==> src/sv/gscc_pkg.sv <==
// ----------------------------------------------------------------------------
// gscc_pkg
// Shared types, codes and constants for the gas sensor channel conditioner.
// ----------------------------------------------------------------------------
package gscc_pkg;

  // operation codes
  localparam logic [1:0] OP_SAMPLE = 2'd0;
  localparam logic [1:0] OP_SEED   = 2'd1;
  localparam logic [1:0] OP_RECAL  = 2'd2;

  // configuration register indexes
  localparam int CFG_IW = 3;
  localparam logic [CFG_IW-1:0] CFG_EMA_WEIGHT  = 3'd0;
  localparam logic [CFG_IW-1:0] CFG_PROC_NOISE  = 3'd1;
  localparam logic [CFG_IW-1:0] CFG_MEAS_NOISE  = 3'd2;
  localparam logic [CFG_IW-1:0] CFG_LOAD_RES    = 3'd3;
  localparam logic [CFG_IW-1:0] CFG_BASE_COUNT  = 3'd4;
  localparam logic [CFG_IW-1:0] CFG_DETECT_TIME = 3'd5;
  localparam logic [CFG_IW-1:0] CFG_REGEN_TIME  = 3'd6;
  localparam logic [CFG_IW-1:0] CFG_STAGGER     = 3'd7;

  localparam logic [16:0] ONE_Q16   = 17'd65536;
  localparam logic [39:0] AIR_RESET = 40'd160000;

  // shared divider widths
  localparam int DIV_NW = 64;
  localparam int DIV_DW = 41;

  typedef struct packed {
    logic [1:0]  operation;
    logic [2:0]  channel;
    logic [15:0] sample_sum;
    logic [31:0] now_ms;
  } in_item_t;

  typedef struct packed {
    logic [2:0]  channel_out;
    logic [31:0] timestamp;
    logic [27:0] raw_average;
    logic [27:0] ema_value;
    logic [27:0] kalman_value;
    logic [39:0] resistance;
    logic [31:0] gas_ratio;
    logic [39:0] air_baseline;
    logic        heater_full;
    logic        chan_locked;
    logic        all_locked;
  } out_item_t;

  typedef enum logic [4:0] {
    ACT_NONE, ACT_LATCH, ACT_RECAL, ACT_SEED, ACT_PHASE,
    ACT_EMA1, ACT_EMA2, ACT_EMA3, ACT_K_ZERO, ACT_K_START, ACT_K_TAKE,
    ACT_GAIN, ACT_EST, ACT_COV, ACT_R_ZERO, ACT_R_START, ACT_R_TAKE,
    ACT_BASE, ACT_B_TAKE, ACT_RATIO_ONE, ACT_RATIO_START, ACT_RATIO_TAKE,
    ACT_EMIT
  } act_t;

  typedef struct packed {
    act_t act;
  } cmd_t;

  typedef struct packed {
    logic div_busy;
    logic div_done;
    logic op_recal;
    logic op_seed;
    logic op_skip;
    logic den_zero;
    logic res_zero;
    logic lock_now;
    logic base_zero;
    logic out_free;
  } stat_t;

endpackage

==> src/sv/gscc_controller.sv <==
// ----------------------------------------------------------------------------
// gscc_controller
// Sequencer stepping one item through the datapath.
// ----------------------------------------------------------------------------
module gscc_controller (
  input  logic            clk,
  input  logic            rst,
  input  logic            in_valid,
  output logic            in_ready,
  input  gscc_pkg::stat_t stat,
  output gscc_pkg::cmd_t  cmd
);
  import gscc_pkg::*;

  typedef enum logic [16:0] {
    ST_IDLE     = 17'h00001,
    ST_DECODE   = 17'h00002,
    ST_EMA1     = 17'h00004,
    ST_EMA2     = 17'h00008,
    ST_EMA3     = 17'h00010,
    ST_KSTART   = 17'h00020,
    ST_K_WAIT   = 17'h00040,
    ST_GAIN     = 17'h00080,
    ST_EST      = 17'h00100,
    ST_COV      = 17'h00200,
    ST_RSTART   = 17'h00400,
    ST_R_WAIT   = 17'h00800,
    ST_BASE     = 17'h01000,
    ST_B_WAIT   = 17'h02000,
    ST_RATIO    = 17'h04000,
    ST_Q_WAIT   = 17'h08000,
    ST_EMIT     = 17'h10000
  } state_t;

  state_t state, state_next;

  assign in_ready = state == ST_IDLE;

  always_comb begin
    state_next = state;
    cmd.act    = ACT_NONE;
    case (state)
      ST_IDLE: begin
        if (in_valid) begin
          cmd.act    = ACT_LATCH;
          state_next = ST_DECODE;
        end
      end
      ST_DECODE: begin
        if (stat.op_recal) begin
          cmd.act    = ACT_RECAL;
          state_next = ST_IDLE;
        end else if (stat.op_skip) begin
          state_next = ST_IDLE;
        end else if (stat.op_seed) begin
          cmd.act    = ACT_SEED;
          state_next = ST_IDLE;
        end else begin
          cmd.act    = ACT_PHASE;
          state_next = ST_EMA1;
        end
      end
      ST_EMA1: begin cmd.act = ACT_EMA1; state_next = ST_EMA2; end
      ST_EMA2: begin cmd.act = ACT_EMA2; state_next = ST_EMA3; end
      ST_EMA3: begin cmd.act = ACT_EMA3; state_next = ST_KSTART; end
      ST_KSTART: begin
        if (stat.den_zero) begin
          cmd.act    = ACT_K_ZERO;
          state_next = ST_GAIN;
        end else begin
          cmd.act    = ACT_K_START;
          state_next = ST_K_WAIT;
        end
      end
      ST_K_WAIT: begin
        if (stat.div_done) begin
          cmd.act    = ACT_K_TAKE;
          state_next = ST_GAIN;
        end
      end
      ST_GAIN: begin cmd.act = ACT_GAIN; state_next = ST_EST; end
      ST_EST:  begin cmd.act = ACT_EST;  state_next = ST_COV; end
      ST_COV:  begin cmd.act = ACT_COV;  state_next = ST_RSTART; end
      ST_RSTART: begin
        if (stat.res_zero) begin
          cmd.act    = ACT_R_ZERO;
          state_next = ST_BASE;
        end else begin
          cmd.act    = ACT_R_START;
          state_next = ST_R_WAIT;
        end
      end
      ST_R_WAIT: begin
        if (stat.div_done) begin
          cmd.act    = ACT_R_TAKE;
          state_next = ST_BASE;
        end
      end
      ST_BASE: begin
        cmd.act    = ACT_BASE;
        state_next = stat.lock_now ? ST_B_WAIT : ST_RATIO;
      end
      ST_B_WAIT: begin
        if (stat.div_done) begin
          cmd.act    = ACT_B_TAKE;
          state_next = ST_RATIO;
        end
      end
      ST_RATIO: begin
        if (stat.base_zero) begin
          cmd.act    = ACT_RATIO_ONE;
          state_next = ST_EMIT;
        end else begin
          cmd.act    = ACT_RATIO_START;
          state_next = ST_Q_WAIT;
        end
      end
      ST_Q_WAIT: begin
        if (stat.div_done) begin
          cmd.act    = ACT_RATIO_TAKE;
          state_next = ST_EMIT;
        end
      end
      ST_EMIT: begin
        if (stat.out_free) begin
          cmd.act    = ACT_EMIT;
          state_next = ST_IDLE;
        end
      end
      default: begin
        state_next = ST_IDLE;
      end
    endcase
  end

  always_ff @(posedge clk) begin
    if (rst) begin
      state <= ST_IDLE;
    end else begin
      state <= state_next;
    end
  end

endmodule

==> config.mk <==
export PLATFORM = sky130hd
export DESIGN_NAME = gscc_controller
export DESIGN_NICKNAME = d
export VERILOG_FILES = /design/src/sv/gscc_pkg.sv /design/src/sv/gscc_controller.sv
export SDC_FILE = /design/constraint.sdc
export NUM_CORES = 1
export LEC_CHECK = 0
export ABC_AREA = 1
export ABC_CLOCK_PERIOD_IN_PS = 4600
export BUFFER_PORTS_ARGS = -buffer_cell sky130_fd_sc_hd__buf_2
export CORE_AREA = 2 2 58 60
export CTS_BUF_LIST = sky130_fd_sc_hd__clkbuf_2 sky130_fd_sc_hd__clkbuf_4 sky130_fd_sc_hd__clkbuf_8
export DETAILED_ROUTE_END_ITERATION = 6
export DIE_AREA = 0 0 60 62
export PLACE_DENSITY_LB_ADDON = 0.12
export SYNTH_ARGS = -nofsm -noshare
export SYNTH_HDL_FRONTEND = slang
export SYNTH_SLANG_ARGS = --single-unit
==> constraint.sdc <==
create_clock -name clk -period 4.6 [get_ports clk]
set_clock_uncertainty 0.2 [all_clocks]
set_input_delay 0.69 -clock clk [delete_from_list [all_inputs] [get_ports clk]]
set_output_delay 0.69 -clock clk [all_outputs]
set_load 0.05 [all_outputs]
==> results.json <==
{
  "grt_first_pass_wirelength_um": 5368,
  "pwr_density_cell_mw_per_mm2": 387.6,
  "worst_ep_required_time_ns": 3.71,
  "synth_cell_types": 29,
  "p_leak_uw": 0.0007903,
  "ctsHoldBuffers": 0,
  "reg_top3": "state (17)",
  "grt_pass1_vias": 1180,
  "drt_iter0_drc": 59,
  "hp-start": "state[6]",
  "synthCells": 208,
  "ant_nets": 0,
  "die_y_um": 62,
  "p_sw_uw": 298.3,
  "cp_data_arrival_time_ns": 2.10,
  "n_antenna_cell": 0,
  "status": "finished clean",
  "holdPathEnd": "state[6]",
  "synth-async-reset-ratio": 0,
  "clockRootBuffer": "clkbuf_4",
  "slew_headroom": 0.7570,
  "min_period_over_period": 0.6498,
  "hp-class": "flip-flop to flip-flop",
  "path_class": "flip-flop to primary output",
  "syn2layout_area_growth_pct": 11.24,
  "p_clk_frac": 0.149,
  "worstMarginPinSlew_ns": 0.3637,
  "p_int_uw": 282.7,
  "holdPathStages": 2,
  "path_clk_slew_ns": 0.10,
  "synth_flop_cell": "dfxtp_1",
  "r2r-end": "state[7]",
  "nets": 240,
  "row_count": 21,
  "regArea_um2": 340.3,
  "vias_per_cell": 4.721,
  "rsz0062_at_grt": "no",
  "grt_max_degree": 17,
  "route.detailed.drc": 0,
  "ys_seq_area_frac": 0.2526,
  "cap_viol_max_count": 0,
  "first_pass_iters": 4,
  "slew_viol_final": 0,
  "ctsLongestPathBuffers": 2,
  "post-cts-setup-buffers": 0,
  "start_util": 0.4238,
  "crit_path_max_fanout": 13,
  "syn-cell-area_mm2": 0.001348,
  "cts.sinks": 17,
  "worst_setup_path_end_kind": "primary output",
  "yosys-top-cells-area": "dfxtp_1, nor2_1, inv_1, nand2_1, nand3_2",
  "syn_area_per_cell_um2": 6.479,
  "setup_violations": 0,
  "multi_input_area_um2": 839.6,
  "layout-drive-gt1-share": 0.2743,
  "dieArea_mm2": 0.003720,
  "p_sw_frac": 0.5134,
  "num_io_pins": 19,
  "cts_tree": "built",
  "utilization": 0.4715,
  "num_vias": 1284,
  "grt_usage": 0.1983,
  "comb_power_share": 0.562,
  "crit_path_start_kind": "flip-flop",
  "avgRoutedWirePerCell_um": 11.91,
  "largest_reg_flops": 17,
  "yosysTopAreaCell": "dfxtp_1",
  "n_fill_cell": 348,
  "wl_um": 3240,
  "post_cts_resized": 0,
  "r2r_setup_slack_ns": 2.55,
  "synth-edff-count": 0,
  "placed_area_mm2": 0.001471,
  "synth-seq-cells": 17,
  "grt-ovfl-total": 0,
  "clk_latency_ns": 0.31,
  "top_register": "state",
  "cts_max_level": 1,
  "hold_violations": 0,
  "syn-num-nets": 221,
  "worstRegToRegCells": 11,
  "post-dp-hpwl_um": 2615,
  "port_buffers": 17,
  "peakVddDrop_mv": 0.1677,
  "fin_crit_ns": 2.989,
  "antenna_found_initial": 0,
  "core_area_mm2": 0.003179,
  "place.gp.congestion": 0.8255,
  "pwr-share-seq": 0.289,
  "final_area_mm2": 0.001499,
  "yosys_warnings": 0,
  "yosysTopAreaCellShare": 0.2526,
  "die_w_um": 60,
  "cts_buffers": 3,
  "tns_ns": 0,
  "worst_r2r_startpoint": "state[8]",
  "max_freq_mhz": 334.5
}
-- area by class of cell --
class | instances | share of cell area
inverters | 39 | 0.09933
flip-flops and latches | 17 | 0.2270
well taps | 46 | 0.03840
clock inverters | 1 | 0.003339
repair buffers | 17 | 0.05676
multi-input cells | 149 | 0.5601
clock buffers | 3 | 0.01503
-- kinds of logic after synthesis --
group                  synth area share
DFF                              0.2526
and+or+nand+nor                  0.5720
AOI/OAI and AO/OA               0.05107
buffers and inverters            0.1244
-- synth_stat cells (3+ instances only) --
cell      number
nand4_1        8
a21oi_1        6
nand2_1       34
nor2_1        43
nand3_1       11
nand3_2        9
nor2_2         6
inv_2          4
inv_1         34
dfxtp_1       17
nand2_2        6
nand3b_1       3
nor2_4         4
-- power groups by stage --
| stage | logic, uW | registers, uW | clock network, uW |
|---|---|---|---|
| global placement | 331 | 171 | 0 |
| global route | 358 | 169 | 94.1 |
| floorplan | 271 | 168 | 0 |
| CTS | 329 | 168 | 90.3 |
| finish | 327 | 168 | 86.7 |
| detailed placement | 328 | 171 | 0 |
-- how the worst max path moves through the flow --
stage,startpoint,endpoint,slack (ns),cells after the start
after floorplan,state[14],cmd[0],1.96,8
after global placement,state[8],cmd[0],1.96,8
after detailed placement,state[8],cmd[1],1.96,8
after CTS,state[8],cmd[1],1.60,8
after global routing,state[8],cmd[0],1.38,8
final,state[8],cmd[1],1.61,8
-- cells in the final DEF, fill, tap and decap left out --
master	n
a211oi_1	1
o21ai_2	1
nand3b_1	3
nor2_4	4
o21ai_0	2
nor3b_2	2
nand4_1	8
nand2_2	6
o21ai_1	1
clkinv_2	1
nand3b_2	2
inv_4	1
nor2_2	6
nand3_2	9
nand2_4	2
nor3_1	2
inv_1	34
nor2_1	43
nor3_2	2
inv_2	4
nor2_8	1
nand2_1	34
a21oi_1	6
o21a_1	1
dfxtp_1	17
nand3_4	1
buf_2	17
nand3_1	11
nor4_1	1
clkbuf_4	3
-- worst max-delay path, stage by stage, from the launching register on --
cell     delay (ns)
dfxtp_1        0.34
nor2_1         0.19
nand2_2        0.11
nor2_4         0.31
nand3_1        0.22
a21oi_1        0.19
nor3_1         0.09
nand4_1        0.08
buf_2          0.28
-- through the flow --
step,power (uW),instances,hold WS [ns],setup slack [ns]
finish,581.0,272,0.3121,1.611
CTS,587.3,272,0.3120,1.596
floorplan,439.2,208,0.2709,1.961
global route,621.3,272,0.3301,1.378
global placement,502.4,268,0.2894,1.956
detailed placement,499.4,268,0.2959,1.962
-- metal layers --
metal  track usage  part of all wire  wire length, um
met1        0.2519              0.47             1514
met2        0.3447              0.48             1570
met3       0.02277             0.033              106
met4       0.07619             0.015               49
met5             0                 0                0
Power figures use the tool's default switching activity.
